<file path="config.mk">
export PLATFORM = sky130hd
export DESIGN_NAME = utc_to_local_date_time_flat
export DESIGN_NICKNAME = d
export VERILOG_FILES = /design/src/sv/uldt_pkg.sv /design/src/sv/uldt_if.sv /design/src/sv/uldt_tod.sv /design/src/sv/uldt_date.sv /design/src/sv/utc_to_local_date_time.sv /design/src/flat_wrapper.sv
export SDC_FILE = /design/constraint.sdc
export NUM_CORES = 1
export LEC_CHECK = 0
export BUFFER_PORTS_ARGS = -buffer_cell sky130_fd_sc_hd__buf_2
export CAP_MARGIN = 40
export CORE_MARGIN = 5
export CORE_UTILIZATION = 37
export CTS_BUF_LIST = sky130_fd_sc_hd__clkbuf_4 sky130_fd_sc_hd__clkbuf_8 sky130_fd_sc_hd__clkbuf_16
export CTS_CLUSTER_DIAMETER = 50
export DETAILED_ROUTE_END_ITERATION = 16
export HOLD_SLACK_MARGIN = 0.02
export SLEW_MARGIN = 25
export SYNTH_ARGS = -nofsm -noshare
export SYNTH_HDL_FRONTEND = slang
export SYNTH_SLANG_ARGS = --single-unit
export TNS_END_PERCENT = 100
</file>
<file path="constraint.sdc">
create_clock -name clk -period 10.5 [get_ports clk]
set_input_delay 1.05 -clock clk [delete_from_list [all_inputs] [get_ports clk]]
set_output_delay 1.05 -clock clk [all_outputs]
set_load 0.02 [all_outputs]
</file>
<file path="src/sv/uldt_pkg.sv">
// Package for the UTC to local date and time block: field widths, calendar
// constants, reciprocal multipliers, pipeline control types. No dependencies.
package uldt_pkg;

	localparam int unsigned WdW   = 3;
	localparam int unsigned DayW  = 5;
	localparam int unsigned MonW  = 4;
	localparam int unsigned YearW = 14;
	localparam int unsigned HourW = 5;
	localparam int unsigned MinW  = 6;
	localparam int unsigned SecW  = 6;
	localparam int unsigned TzW   = 11;

	// minutes of day, signed, before wrap (-1024 .. 2947)
	localparam int unsigned MdayW = 13;
	// wrapped minutes of day (0 .. 1439)
	localparam int unsigned MadjW = 11;

	localparam int unsigned SecPerMin  = 60;
	localparam int unsigned MinPerHour = 60;
	localparam int unsigned MinPerDay  = 24 * 60;

	localparam logic [MonW-1:0]  MonJan = 4'd1;
	localparam logic [MonW-1:0]  MonFeb = 4'd2;
	localparam logic [MonW-1:0]  MonApr = 4'd4;
	localparam logic [MonW-1:0]  MonJun = 4'd6;
	localparam logic [MonW-1:0]  MonSep = 4'd9;
	localparam logic [MonW-1:0]  MonNov = 4'd11;
	localparam logic [MonW-1:0]  MonDec = 4'd12;

	localparam logic [WdW-1:0]   WdMon = 3'd1;
	localparam logic [WdW-1:0]   WdSun = 3'd7;

	localparam logic [YearW-1:0] YearMax = 14'd16383;

	// floor(y / 25) = (y * 5243) >> 17 for y < 2^14
	localparam int unsigned Div25Mul   = 5243;
	localparam int unsigned Div25Shift = 17;
	localparam int unsigned Div25ProdW = 27;
	localparam int unsigned Div25QW    = 10;

	// floor(m / 60) = (m * 1093) >> 16 for m < 1440
	localparam int unsigned Div60Mul   = 1093;
	localparam int unsigned Div60Shift = 16;
	localparam int unsigned Div60ProdW = 21;

	typedef struct packed {
		logic en_s1;
		logic en_s2;
		logic en_s3;
		logic en_s4;
	} adv_t;

	typedef struct packed {
		logic back;
		logic fwd;
	} step_t;

	function automatic logic [DayW-1:0] days_in(input logic [MonW-1:0] month,
			input logic leap);
		logic [DayW-1:0] len;
		unique case (month)
			MonFeb: len = leap ? 5'd29 : 5'd28;
			MonApr, MonJun, MonSep, MonNov: len = 5'd30;
			default: len = 5'd31;
		endcase
		return len;
	endfunction

endpackage

</file>
<file path="src/sv/uldt_if.sv">
// Word channels of the UTC to local date and time block: UTC input and local output.
// Depends on uldt_pkg for field widths.
interface uldt_in_if;
	logic                        valid;
	logic                        ready;
	logic [uldt_pkg::WdW-1:0]    in_weekday;
	logic [uldt_pkg::DayW-1:0]   in_day;
	logic [uldt_pkg::MonW-1:0]   in_month;
	logic [uldt_pkg::YearW-1:0]  in_year;
	logic [uldt_pkg::HourW-1:0]  in_hour;
	logic [uldt_pkg::MinW-1:0]   in_minute;
	logic [uldt_pkg::SecW-1:0]   in_second;

	modport source (output valid, in_weekday, in_day, in_month, in_year, in_hour,
		in_minute, in_second, input ready);
	modport sink (input valid, in_weekday, in_day, in_month, in_year, in_hour,
		in_minute, in_second, output ready);
endinterface

interface uldt_out_if;
	logic                        valid;
	logic                        ready;
	logic [uldt_pkg::WdW-1:0]    out_weekday;
	logic [uldt_pkg::DayW-1:0]   out_day;
	logic [uldt_pkg::MonW-1:0]   out_month;
	logic [uldt_pkg::YearW-1:0]  out_year;
	logic [uldt_pkg::HourW-1:0]  out_hour;
	logic [uldt_pkg::MinW-1:0]   out_minute;
	logic [uldt_pkg::SecW-1:0]   out_second;

	modport source (output valid, out_weekday, out_day, out_month, out_year, out_hour,
		out_minute, out_second, input ready);
	modport sink (input valid, out_weekday, out_day, out_month, out_year, out_hour,
		out_minute, out_second, output ready);
endinterface

</file>
<file path="src/sv/uldt_tod.sv">
// Time-of-day datapath: offset add, day wrap, hour/minute split over four stages.
// Depends on uldt_pkg.
module uldt_tod (
	input  logic                          clk,
	input  uldt_pkg::adv_t                adv,
	input  logic [uldt_pkg::HourW-1:0]    hour,
	input  logic [uldt_pkg::MinW-1:0]     minute,
	input  logic [uldt_pkg::SecW-1:0]     second,
	input  logic [uldt_pkg::TzW-1:0]      tz,
	output uldt_pkg::step_t               step_s2,
	output logic [uldt_pkg::HourW-1:0]    hour_s4,
	output logic [uldt_pkg::MinW-1:0]     minute_s4,
	output logic [uldt_pkg::SecW-1:0]     second_s4
);

	// stage 1: seconds carry and signed minutes of day
	logic                            sec_wrap;
	logic [uldt_pkg::SecW-1:0]       sec_n;
	logic [uldt_pkg::MadjW-1:0]      hour_min;
	logic [uldt_pkg::MdayW-1:0]      mday_n;
	logic [uldt_pkg::MdayW-1:0]      mday_s1;
	logic [uldt_pkg::SecW-1:0]       sec_s1;

	always_comb begin
		sec_wrap = second >= uldt_pkg::SecW'(uldt_pkg::SecPerMin);
		sec_n    = sec_wrap ? second - uldt_pkg::SecW'(uldt_pkg::SecPerMin) : second;
		hour_min = uldt_pkg::MadjW'(hour) * uldt_pkg::MadjW'(uldt_pkg::MinPerHour);
		mday_n   = uldt_pkg::MdayW'(hour_min) + uldt_pkg::MdayW'(minute)
			+ uldt_pkg::MdayW'(sec_wrap)
			+ {{(uldt_pkg::MdayW - uldt_pkg::TzW){tz[uldt_pkg::TzW-1]}}, tz};
	end

	always_ff @(posedge clk) begin
		if (adv.en_s1) begin
			mday_s1 <= mday_n;
			sec_s1  <= sec_n;
		end
	end

	// stage 2: wrap into one day, note the day step, saturate a second overflow
	logic                            neg;
	logic                            over;
	logic                            over2;
	logic [uldt_pkg::MadjW-1:0]      madj_n;
	logic [uldt_pkg::MadjW-1:0]      madj_s2;
	logic [uldt_pkg::SecW-1:0]       sec_s2;

	always_comb begin
		neg   = mday_s1[uldt_pkg::MdayW-1];
		over  = !neg && (mday_s1[uldt_pkg::MdayW-2:0]
			>= (uldt_pkg::MdayW-1)'(uldt_pkg::MinPerDay));
		over2 = !neg && (mday_s1[uldt_pkg::MdayW-2:0]
			>= (uldt_pkg::MdayW-1)'(2 * uldt_pkg::MinPerDay));
		priority if (neg) begin
			madj_n = uldt_pkg::MadjW'(mday_s1 + uldt_pkg::MdayW'(uldt_pkg::MinPerDay));
		end else if (over2) begin
			madj_n = uldt_pkg::MadjW'(uldt_pkg::MinPerDay - 1);
		end else if (over) begin
			madj_n = uldt_pkg::MadjW'(mday_s1 - uldt_pkg::MdayW'(uldt_pkg::MinPerDay));
		end else begin
			madj_n = uldt_pkg::MadjW'(mday_s1);
		end
	end

	always_ff @(posedge clk) begin
		if (adv.en_s2) begin
			madj_s2      <= madj_n;
			sec_s2       <= over2 ? uldt_pkg::SecW'(uldt_pkg::SecPerMin - 1) : sec_s1;
			step_s2.back <= neg;
			step_s2.fwd  <= over;
		end
	end

	// stage 3: reciprocal product for the hour
	logic [uldt_pkg::Div60ProdW-1:0] prod_s3;
	logic [uldt_pkg::MadjW-1:0]      madj_s3;
	logic [uldt_pkg::SecW-1:0]       sec_s3;

	always_ff @(posedge clk) begin
		if (adv.en_s3) begin
			prod_s3 <= uldt_pkg::Div60ProdW'(madj_s2)
				* uldt_pkg::Div60ProdW'(uldt_pkg::Div60Mul);
			madj_s3 <= madj_s2;
			sec_s3  <= sec_s2;
		end
	end

	// stage 4: hour and minute remainder
	logic [uldt_pkg::HourW-1:0]      hour_n;
	logic [uldt_pkg::MadjW-1:0]      min_rem;

	always_comb begin
		hour_n  = prod_s3[uldt_pkg::Div60Shift +: uldt_pkg::HourW];
		min_rem = madj_s3 - uldt_pkg::MadjW'(hour_n)
			* uldt_pkg::MadjW'(uldt_pkg::MinPerHour);
	end

	always_ff @(posedge clk) begin
		if (adv.en_s4) begin
			hour_s4   <= hour_n;
			minute_s4 <= uldt_pkg::MinW'(min_rem);
			second_s4 <= sec_s3;
		end
	end

endmodule

</file>
<file path="src/sv/uldt_date.sv">
// Date datapath: input clamping, Gregorian leap test, one-day step with rollover.
// Depends on uldt_pkg; takes the day step from uldt_tod at stage 2.
module uldt_date (
	input  logic                          clk,
	input  uldt_pkg::adv_t                adv,
	input  logic [uldt_pkg::WdW-1:0]      weekday,
	input  logic [uldt_pkg::DayW-1:0]     day,
	input  logic [uldt_pkg::MonW-1:0]     month,
	input  logic [uldt_pkg::YearW-1:0]    year,
	input  uldt_pkg::step_t               step_s2,
	output logic [uldt_pkg::WdW-1:0]      weekday_s4,
	output logic [uldt_pkg::DayW-1:0]     day_s4,
	output logic [uldt_pkg::MonW-1:0]     month_s4,
	output logic [uldt_pkg::YearW-1:0]    year_s4
);

	// stage 1: clamp fields, quotient of year by 25
	logic [uldt_pkg::Div25ProdW-1:0] yprod;
	logic [uldt_pkg::WdW-1:0]        wd_s1;
	logic [uldt_pkg::DayW-1:0]       d_s1;
	logic [uldt_pkg::MonW-1:0]       m_s1;
	logic [uldt_pkg::YearW-1:0]      y_s1;
	logic [uldt_pkg::Div25QW-1:0]    q25_s1;

	assign yprod = uldt_pkg::Div25ProdW'(year) * uldt_pkg::Div25ProdW'(uldt_pkg::Div25Mul);

	always_ff @(posedge clk) begin
		if (adv.en_s1) begin
			wd_s1  <= (weekday == '0) ? uldt_pkg::WdSun : weekday;
			d_s1   <= (day == '0) ? uldt_pkg::DayW'(1) : day;
			if (month == '0) begin
				m_s1 <= uldt_pkg::MonJan;
			end else if (month > uldt_pkg::MonDec) begin
				m_s1 <= uldt_pkg::MonDec;
			end else begin
				m_s1 <= month;
			end
			y_s1   <= year;
			q25_s1 <= yprod[uldt_pkg::Div25Shift +: uldt_pkg::Div25QW];
		end
	end

	// stage 2: leap year, month length, day clamp
	logic                            div25;
	logic                            leap;
	logic [uldt_pkg::DayW-1:0]       len;
	logic [uldt_pkg::WdW-1:0]        wd_s2;
	logic [uldt_pkg::DayW-1:0]       d_s2;
	logic [uldt_pkg::MonW-1:0]       m_s2;
	logic [uldt_pkg::YearW-1:0]      y_s2;
	logic [uldt_pkg::DayW-1:0]       len_s2;
	logic                            leap_s2;

	always_comb begin
		div25 = (uldt_pkg::YearW'(q25_s1) * uldt_pkg::YearW'(25)) == y_s1;
		// divisible by 400 is divisible by 16 and by 25
		leap  = ((y_s1[1:0] == 2'b00) && !div25) || ((y_s1[3:0] == 4'b0000) && div25);
		len   = uldt_pkg::days_in(m_s1, leap);
	end

	always_ff @(posedge clk) begin
		if (adv.en_s2) begin
			wd_s2   <= wd_s1;
			d_s2    <= (d_s1 > len) ? len : d_s1;
			m_s2    <= m_s1;
			y_s2    <= y_s1;
			len_s2  <= len;
			leap_s2 <= leap;
		end
	end

	// stage 3: day step back or forward
	logic [uldt_pkg::WdW-1:0]        wd_n;
	logic [uldt_pkg::DayW-1:0]       d_n;
	logic [uldt_pkg::MonW-1:0]       m_n;
	logic [uldt_pkg::YearW-1:0]      y_n;
	logic [uldt_pkg::WdW-1:0]        wd_s3;
	logic [uldt_pkg::DayW-1:0]       d_s3;
	logic [uldt_pkg::MonW-1:0]       m_s3;
	logic [uldt_pkg::YearW-1:0]      y_s3;

	always_comb begin
		wd_n = wd_s2;
		d_n  = d_s2;
		m_n  = m_s2;
		y_n  = y_s2;
		if (step_s2.back) begin
			if (d_s2 == uldt_pkg::DayW'(1)) begin
				if (m_s2 == uldt_pkg::MonJan) begin
					// year one stays put
					if (y_s2 > uldt_pkg::YearW'(1)) begin
						y_n = y_s2 - uldt_pkg::YearW'(1);
					end
					m_n = uldt_pkg::MonDec;
				end else begin
					m_n = m_s2 - uldt_pkg::MonW'(1);
				end
				d_n = uldt_pkg::days_in(m_n, leap_s2);
			end else begin
				d_n = d_s2 - uldt_pkg::DayW'(1);
			end
			wd_n = (wd_s2 == uldt_pkg::WdMon) ? uldt_pkg::WdSun : wd_s2 - uldt_pkg::WdW'(1);
		end else if (step_s2.fwd) begin
			if (d_s2 == len_s2) begin
				if (m_s2 == uldt_pkg::MonDec) begin
					if (y_s2 != uldt_pkg::YearMax) begin
						y_n = y_s2 + uldt_pkg::YearW'(1);
					end
					m_n = uldt_pkg::MonJan;
				end else begin
					m_n = m_s2 + uldt_pkg::MonW'(1);
				end
				d_n = uldt_pkg::DayW'(1);
			end else begin
				d_n = d_s2 + uldt_pkg::DayW'(1);
			end
			wd_n = (wd_s2 == uldt_pkg::WdSun) ? uldt_pkg::WdMon : wd_s2 + uldt_pkg::WdW'(1);
		end
	end

	always_ff @(posedge clk) begin
		if (adv.en_s3) begin
			wd_s3 <= wd_n;
			d_s3  <= d_n;
			m_s3  <= m_n;
			y_s3  <= y_n;
		end
	end

	// stage 4: aligned with the time-of-day split
	always_ff @(posedge clk) begin
		if (adv.en_s4) begin
			weekday_s4 <= wd_s3;
			day_s4     <= d_s3;
			month_s4   <= m_s3;
			year_s4    <= y_s3;
		end
	end

endmodule

</file>
<file path="src/sv/utc_to_local_date_time.sv">
// UTC to local date and time: four register stages, one word per cycle sustained
// while the output side is ready. A word accepted into stage 1 moves through stages
// 2 and 3 into stage 4, which drives the output. Ready is taken back through the
// stage valid bits, so empty stages absorb a stall.
// Reset clears the stage valid bits and sets the offset register to zero.
// Depends on uldt_pkg, uldt_if, uldt_tod, uldt_date.
module utc_to_local_date_time (
	input  logic                         clk,
	input  logic                         arst_n,
	input  logic                         cfg_we,
	input  logic [uldt_pkg::TzW-1:0]     tz_offset_minutes,
	uldt_in_if.sink                      in_ch,
	uldt_out_if.source                   out_ch
);

	logic [uldt_pkg::TzW-1:0] tz_q;
	logic                     v_s1;
	logic                     v_s2;
	logic                     v_s3;
	logic                     v_s4;
	uldt_pkg::adv_t           adv;
	uldt_pkg::step_t          step_s2;

	always_ff @(posedge clk or negedge arst_n) begin
		if (!arst_n) begin
			tz_q <= '0;
		end else if (cfg_we) begin
			tz_q <= tz_offset_minutes;
		end
	end

	// a stage moves when it is empty or the next one moves
	always_comb begin
		adv.en_s4 = !v_s4 || out_ch.ready;
		adv.en_s3 = !v_s3 || adv.en_s4;
		adv.en_s2 = !v_s2 || adv.en_s3;
		adv.en_s1 = !v_s1 || adv.en_s2;
	end

	assign in_ch.ready  = adv.en_s1;
	assign out_ch.valid = v_s4;

	always_ff @(posedge clk or negedge arst_n) begin
		if (!arst_n) begin
			v_s1 <= 1'b0;
			v_s2 <= 1'b0;
			v_s3 <= 1'b0;
			v_s4 <= 1'b0;
		end else begin
			if (adv.en_s1) begin
				v_s1 <= in_ch.valid;
			end
			if (adv.en_s2) begin
				v_s2 <= v_s1;
			end
			if (adv.en_s3) begin
				v_s3 <= v_s2;
			end
			if (adv.en_s4) begin
				v_s4 <= v_s3;
			end
		end
	end

	uldt_tod u_tod (
		.clk       (clk),
		.adv       (adv),
		.hour      (in_ch.in_hour),
		.minute    (in_ch.in_minute),
		.second    (in_ch.in_second),
		.tz        (tz_q),
		.step_s2   (step_s2),
		.hour_s4   (out_ch.out_hour),
		.minute_s4 (out_ch.out_minute),
		.second_s4 (out_ch.out_second)
	);

	uldt_date u_date (
		.clk        (clk),
		.adv        (adv),
		.weekday    (in_ch.in_weekday),
		.day        (in_ch.in_day),
		.month      (in_ch.in_month),
		.year       (in_ch.in_year),
		.step_s2    (step_s2),
		.weekday_s4 (out_ch.out_weekday),
		.day_s4     (out_ch.out_day),
		.month_s4   (out_ch.out_month),
		.year_s4    (out_ch.out_year)
	);

endmodule

</file>
<file path="src/flat_wrapper.sv">
// flat-port wrapper written by rule: the top's interface ports become plain ports
module utc_to_local_date_time_flat 
  (clk, arst_n, cfg_we, tz_offset_minutes, in_ch_valid, in_ch_in_weekday, in_ch_in_day, in_ch_in_month, in_ch_in_year, in_ch_in_hour, in_ch_in_minute, in_ch_in_second, in_ch_ready, out_ch_valid, out_ch_out_weekday, out_ch_out_day, out_ch_out_month, out_ch_out_year, out_ch_out_hour, out_ch_out_minute, out_ch_out_second, out_ch_ready);
  uldt_in_if in_ch_i ();
  uldt_out_if out_ch_i ();
  input  logic clk;
  input  logic arst_n;
  input  logic cfg_we;
  input  logic [uldt_pkg::TzW-1:0] tz_offset_minutes;
  input wire logic [$bits(in_ch_i.valid)-1:0] in_ch_valid;
  input wire logic [$bits(in_ch_i.in_weekday)-1:0] in_ch_in_weekday;
  input wire logic [$bits(in_ch_i.in_day)-1:0] in_ch_in_day;
  input wire logic [$bits(in_ch_i.in_month)-1:0] in_ch_in_month;
  input wire logic [$bits(in_ch_i.in_year)-1:0] in_ch_in_year;
  input wire logic [$bits(in_ch_i.in_hour)-1:0] in_ch_in_hour;
  input wire logic [$bits(in_ch_i.in_minute)-1:0] in_ch_in_minute;
  input wire logic [$bits(in_ch_i.in_second)-1:0] in_ch_in_second;
  output wire logic [$bits(in_ch_i.ready)-1:0] in_ch_ready;
  output wire logic [$bits(out_ch_i.valid)-1:0] out_ch_valid;
  output wire logic [$bits(out_ch_i.out_weekday)-1:0] out_ch_out_weekday;
  output wire logic [$bits(out_ch_i.out_day)-1:0] out_ch_out_day;
  output wire logic [$bits(out_ch_i.out_month)-1:0] out_ch_out_month;
  output wire logic [$bits(out_ch_i.out_year)-1:0] out_ch_out_year;
  output wire logic [$bits(out_ch_i.out_hour)-1:0] out_ch_out_hour;
  output wire logic [$bits(out_ch_i.out_minute)-1:0] out_ch_out_minute;
  output wire logic [$bits(out_ch_i.out_second)-1:0] out_ch_out_second;
  input wire logic [$bits(out_ch_i.ready)-1:0] out_ch_ready;
  assign in_ch_i.valid = in_ch_valid;
  assign in_ch_i.in_weekday = in_ch_in_weekday;
  assign in_ch_i.in_day = in_ch_in_day;
  assign in_ch_i.in_month = in_ch_in_month;
  assign in_ch_i.in_year = in_ch_in_year;
  assign in_ch_i.in_hour = in_ch_in_hour;
  assign in_ch_i.in_minute = in_ch_in_minute;
  assign in_ch_i.in_second = in_ch_in_second;
  assign in_ch_ready = in_ch_i.ready;
  assign out_ch_valid = out_ch_i.valid;
  assign out_ch_out_weekday = out_ch_i.out_weekday;
  assign out_ch_out_day = out_ch_i.out_day;
  assign out_ch_out_month = out_ch_i.out_month;
  assign out_ch_out_year = out_ch_i.out_year;
  assign out_ch_out_hour = out_ch_i.out_hour;
  assign out_ch_out_minute = out_ch_i.out_minute;
  assign out_ch_out_second = out_ch_i.out_second;
  assign out_ch_i.ready = out_ch_ready;
  utc_to_local_date_time u_core (.clk(clk), .arst_n(arst_n), .cfg_we(cfg_we), .tz_offset_minutes(tz_offset_minutes), .in_ch(in_ch_i), .out_ch(out_ch_i));
endmodule
</file>
==> impl_metrics.toml <==
[global_routing]
antenna_found_initial = 2
track_usage_pct = 13.4
gr-total-overflow = 0
grt_pass1_vias = 9704
grt_max_degree = 50
grt_pass1_wl_um = 49200

[sta]
setup_viol = 0
setup_ws_ps = 5080
slew_headroom_pct = 52.3
setup_tns_ps = 0
whs_ps = 417
drv_slew = 0
fmax_mhz = 185
hold_viol_final = 0
rsz0062_at_grt = "no"
worstMarginPinSlew_ps = 698
clock_skew_ps = 15.8
min_period_ps = 5420
finalCritPeriodShare_pct = 51.6

[yosys]
synth_edf_count = 189
synth-adder-area-share_pct = 31.7
synth_top_family_by_area = "adder cells"
synth_xor_area_share_pct = 4.53
syn_nets = 1664
ys_ff_latch = 204
syn_inst = 1276
postSynthAreaPerCell_sq_um = 11.8
async_flop_share_pct = 7.35
synth_compound_area_share_pct = 8.59
yosysWarnings = 0
synth-simple-area-share_pct = 7.64
ys_seq_area_share_pct = 40.1
syn_area_sq_mm = 0.0151
yosysUniqueCellTypes = 69
synth.area.mux_share_pct = 1.10
yosys_most_used_dff = "edfxtp_1"

[die]
die_x_um = 212
core_sq_mm = 0.0406
dieArea_sq_mm = 0.0449
die_h_um = 212
rows = 74
ios = 104
initial_core_util_pct = 37.2

[drt]
dr.pass1.iters = 4
drc_errors = 0
vias = 9283
ant_nets = 0
wirelength_um = 29200
avgViaCountPerCell = 4.76
avgRoutedWirePerCell_um = 15.0
drt-initial-drc-count = 319

[pwr]
p_int_mw = 3.30
switching_share_pct = 40.8
vdd.ir_drop.worst_mv = 0.165
p_switching_mw = 2.28
power_frac_comb_pct = 56.1
p_seq_share_pct = 25.1
powerDensity_mw_per_mm2 = 322
leakage_nw = 7.99
p_clk_share_pct = 18.8

[placed_design]
place.gp.congestion = 0.861
preCtsSetupSlack_ps = 4450
port_buffers = 103
hpwl_um = 24000
placed_area_sq_mm = 0.0162

[clock_network]
cts.sinks = 204
cts_max_level = 1
numCtsBuffers = 31
cts_resized = 0
cts_root_buf = "clkbuf_16"
holdBufCountCts = 0
clock_latency_ps = 560
clk_pin_slew_ps = 50
cts_buffer_depth = 3
cts_setup_buffers = 0
cts_tree = "yes"

[cells_and_area]
final_core_utilization_pct = 42.7
syn2layout_area_growth_pct = 14.8
fin_nets = 1783
fill_cells = 3845
final_area_sq_mm = 0.0173
layout-drive-gt1-share_pct = 14.2

[worst_setup_path]
r2r-end = "u_core.u_date.d_s2[0]"
crit_end = "u_core.u_date.q25_s1[9]"
critPathRequiredTime_ps = 10820
r2r-start = "u_core.u_date.q25_s1[6]"
start_kind = "input pin"
cp_max_fo = 7
worst_setup_path_end_kind = "flip-flop"
regToRegSetupSlack_ps = 5520
crit_type = "in -> reg"
arrival_ps = 5730
crit_start = "in_ch_in_year[8]"
rr_worst_depth = 16

[flow_run]
maxCapViolations = 0

[outcome]
run_status = "finished, final reports clean"

[hold_path]
hp-class = "in -> async"
==> power by group through the flow <==
stage                     registers [mW]  logic (mW)  clock network (mW)
after detailed placement            1.42        3.13                   0
after CTS                           1.40        3.17                1.09
after global routing                1.43        3.66                1.12
final                               1.40        3.13                1.05
after floorplan                     1.39        2.46                   0
after global placement              1.42        3.07                   0
==> cell families (layout without fill, tap and decap cells) <==
| kind of cell | Yosys count | in the layout |
|---|---|---|
| AO/OA/AOI/OAI | 184 | 184 |
| XOR/XNOR | 78 | 78 |
| adder cells (fa/ha/maj) | 329 | 329 |
| buffers and inverters | 252 | 395 |
| flip-flops | 204 | 204 |
| multiplexers | 15 | 15 |
| other | 0 | 1 |
| AND/OR/NAND/NOR | 214 | 214 |
==> synth_stat cells, drive strengths merged (3+ instances only) <==
| cell | instances | share of area, % |
|---|---|---|
| dfrtp | 15 | 2.5 |
| or3 | 4 | 0.17 |
| and2 | 5 | 0.22 |
| xnor2 | 49 | 2.8 |
| ha | 241 | 20 |
| a22oi | 3 | 0.15 |
| nand3 | 22 | 0.73 |
| o22ai | 5 | 0.25 |
| xor2 | 29 | 1.7 |
| fa | 88 | 12 |
| o31ai | 9 | 0.48 |
| a32oi | 4 | 0.23 |
| edfxtp | 189 | 38 |
| nor4 | 8 | 0.47 |
| o21a | 7 | 0.35 |
| or4 | 6 | 0.35 |
| mux2 | 12 | 0.90 |
| and3 | 11 | 0.46 |
| o211ai | 7 | 0.35 |
| inv | 229 | 5.7 |
| or2 | 6 | 0.25 |
| nor2b | 8 | 0.33 |
| clkbuf | 19 | 0.47 |
| nand2b | 20 | 0.83 |
| nand3b | 4 | 0.20 |
| mux2i | 3 | 0.20 |
| o21ai | 37 | 1.2 |
| a31o | 4 | 0.23 |
| nor2 | 40 | 1.0 |
| a2111oi | 7 | 0.66 |
| nand2 | 46 | 1.2 |
| a21oi | 36 | 1.2 |
| a211oi | 8 | 0.48 |
| buf | 4 | 0.17 |
| a21o | 15 | 0.75 |
| o21bai | 14 | 0.70 |
| a41oi | 3 | 0.17 |
| a31oi | 9 | 0.37 |
| nand4 | 12 | 0.50 |
| nor3 | 15 | 0.50 |
==> worst min-delay path by stage <==
| stage | startpoint | to | slack, ps | depth (start not counted) |
|---|---|---|---|---|
| floorplan | u_core.u_date.d_s3[0] | u_core.u_date.day_s4[0] | 400 | 0 |
| finish | arst_n | u_core.out_ch.valid | 420 | 1 |
| global route | arst_n | u_core.v_s1 | 420 | 1 |
| global placement | u_core.u_date.d_s3[0] | u_core.u_date.day_s4[0] | 410 | 0 |
| detailed placement | u_core.u_date.y_s3[7] | u_core.u_date.year_s4[7] | 400 | 0 |
| CTS | arst_n | u_core.v_s1 | 400 | 1 |
==> registers in the layout (all words and copies together) (netlist names), 7 cells and up <==
name and count:
u_core.tz_q 11, u_core.u_date.q25_s1 10, u_core.u_date.y_s1 14, u_core.u_date.y_s2 14, u_core.u_date.y_s3 14, u_core.u_date.year_s4 14
u_core.u_tod.madj_s2 11, u_core.u_tod.mday_s1 13, u_core.u_tod.prod_s3 7
==> routing by layer <==
metal	track usage (%)	share of wire, %	vias to the layer above
li1	-	-	4705
met1	19.1	49	4381
met2	21.3	45	147
met3	2.07	4.2	48
met4	3.95	2.4	2
met5	0	0.024	-
==> placed cells by master (no fill, tap or decap), drive strengths merged, types with 5 or more instances in the layout <==
cell,synthesis,final
or2,6,6
nand3,22,22
mux2,12,12
nor2b,8,8
a21o,15,15
nor2,40,40
a2111oi,7,7
a211oi,8,8
o211ai,7,7
o21a,7,7
o31ai,9,9
nand2b,20,20
nor3,15,15
o22ai,5,5
nand4,12,12
or4,6,6
a31oi,9,9
clkinv,0,8
buf,4,109
ha,241,241
dfrtp,15,15
xnor2,49,49
xor2,29,29
nand2,46,46
nor4,8,8
inv,229,238
edfxtp,189,189
and2,5,5
o21ai,37,37
clkbuf,19,35
fa,88,88
and3,11,11
o21bai,14,14
a21oi,36,36
==> metrics by stage <==
step,std cells,total power [mW]
finish,1952,5.58
global placement,1892,4.48
detailed placement,1894,4.55
global route,1952,6.21
floorplan,1276,3.86
CTS,1951,5.66
==> cell type report <==
cell class / instances / area, sq um / area share [%]
Antenna cell: 1 / 2.50 / 0.0145
Clock buffer: 35 / 806 / 4.65
Clock inverter: 22 / 270 / 1.56
Inverter: 229 / 860 / 4.96
Multi-Input combinational cell: 820 / 8080 / 46.7
Sequential cell: 204 / 6050 / 34.9
Tap cell: 532 / 666 / 3.84
Timing Repair Buffer: 109 / 577 / 3.33
==> worst max-delay path, cell delays in order <==
cell and delay (ps):
buf_2 170, ha_1 310, inv_1 50, fa_1 510, inv_1 60, fa_1 500
inv_1 50, fa_1 460, fa_1 540, inv_1 40, ha_1 320, a21o_1 210
a21oi_1 140, o22ai_1 110, o31ai_1 370, a31oi_1 230, or4_1 430, and3_1 170
Power figures use the tool's default switching activity.
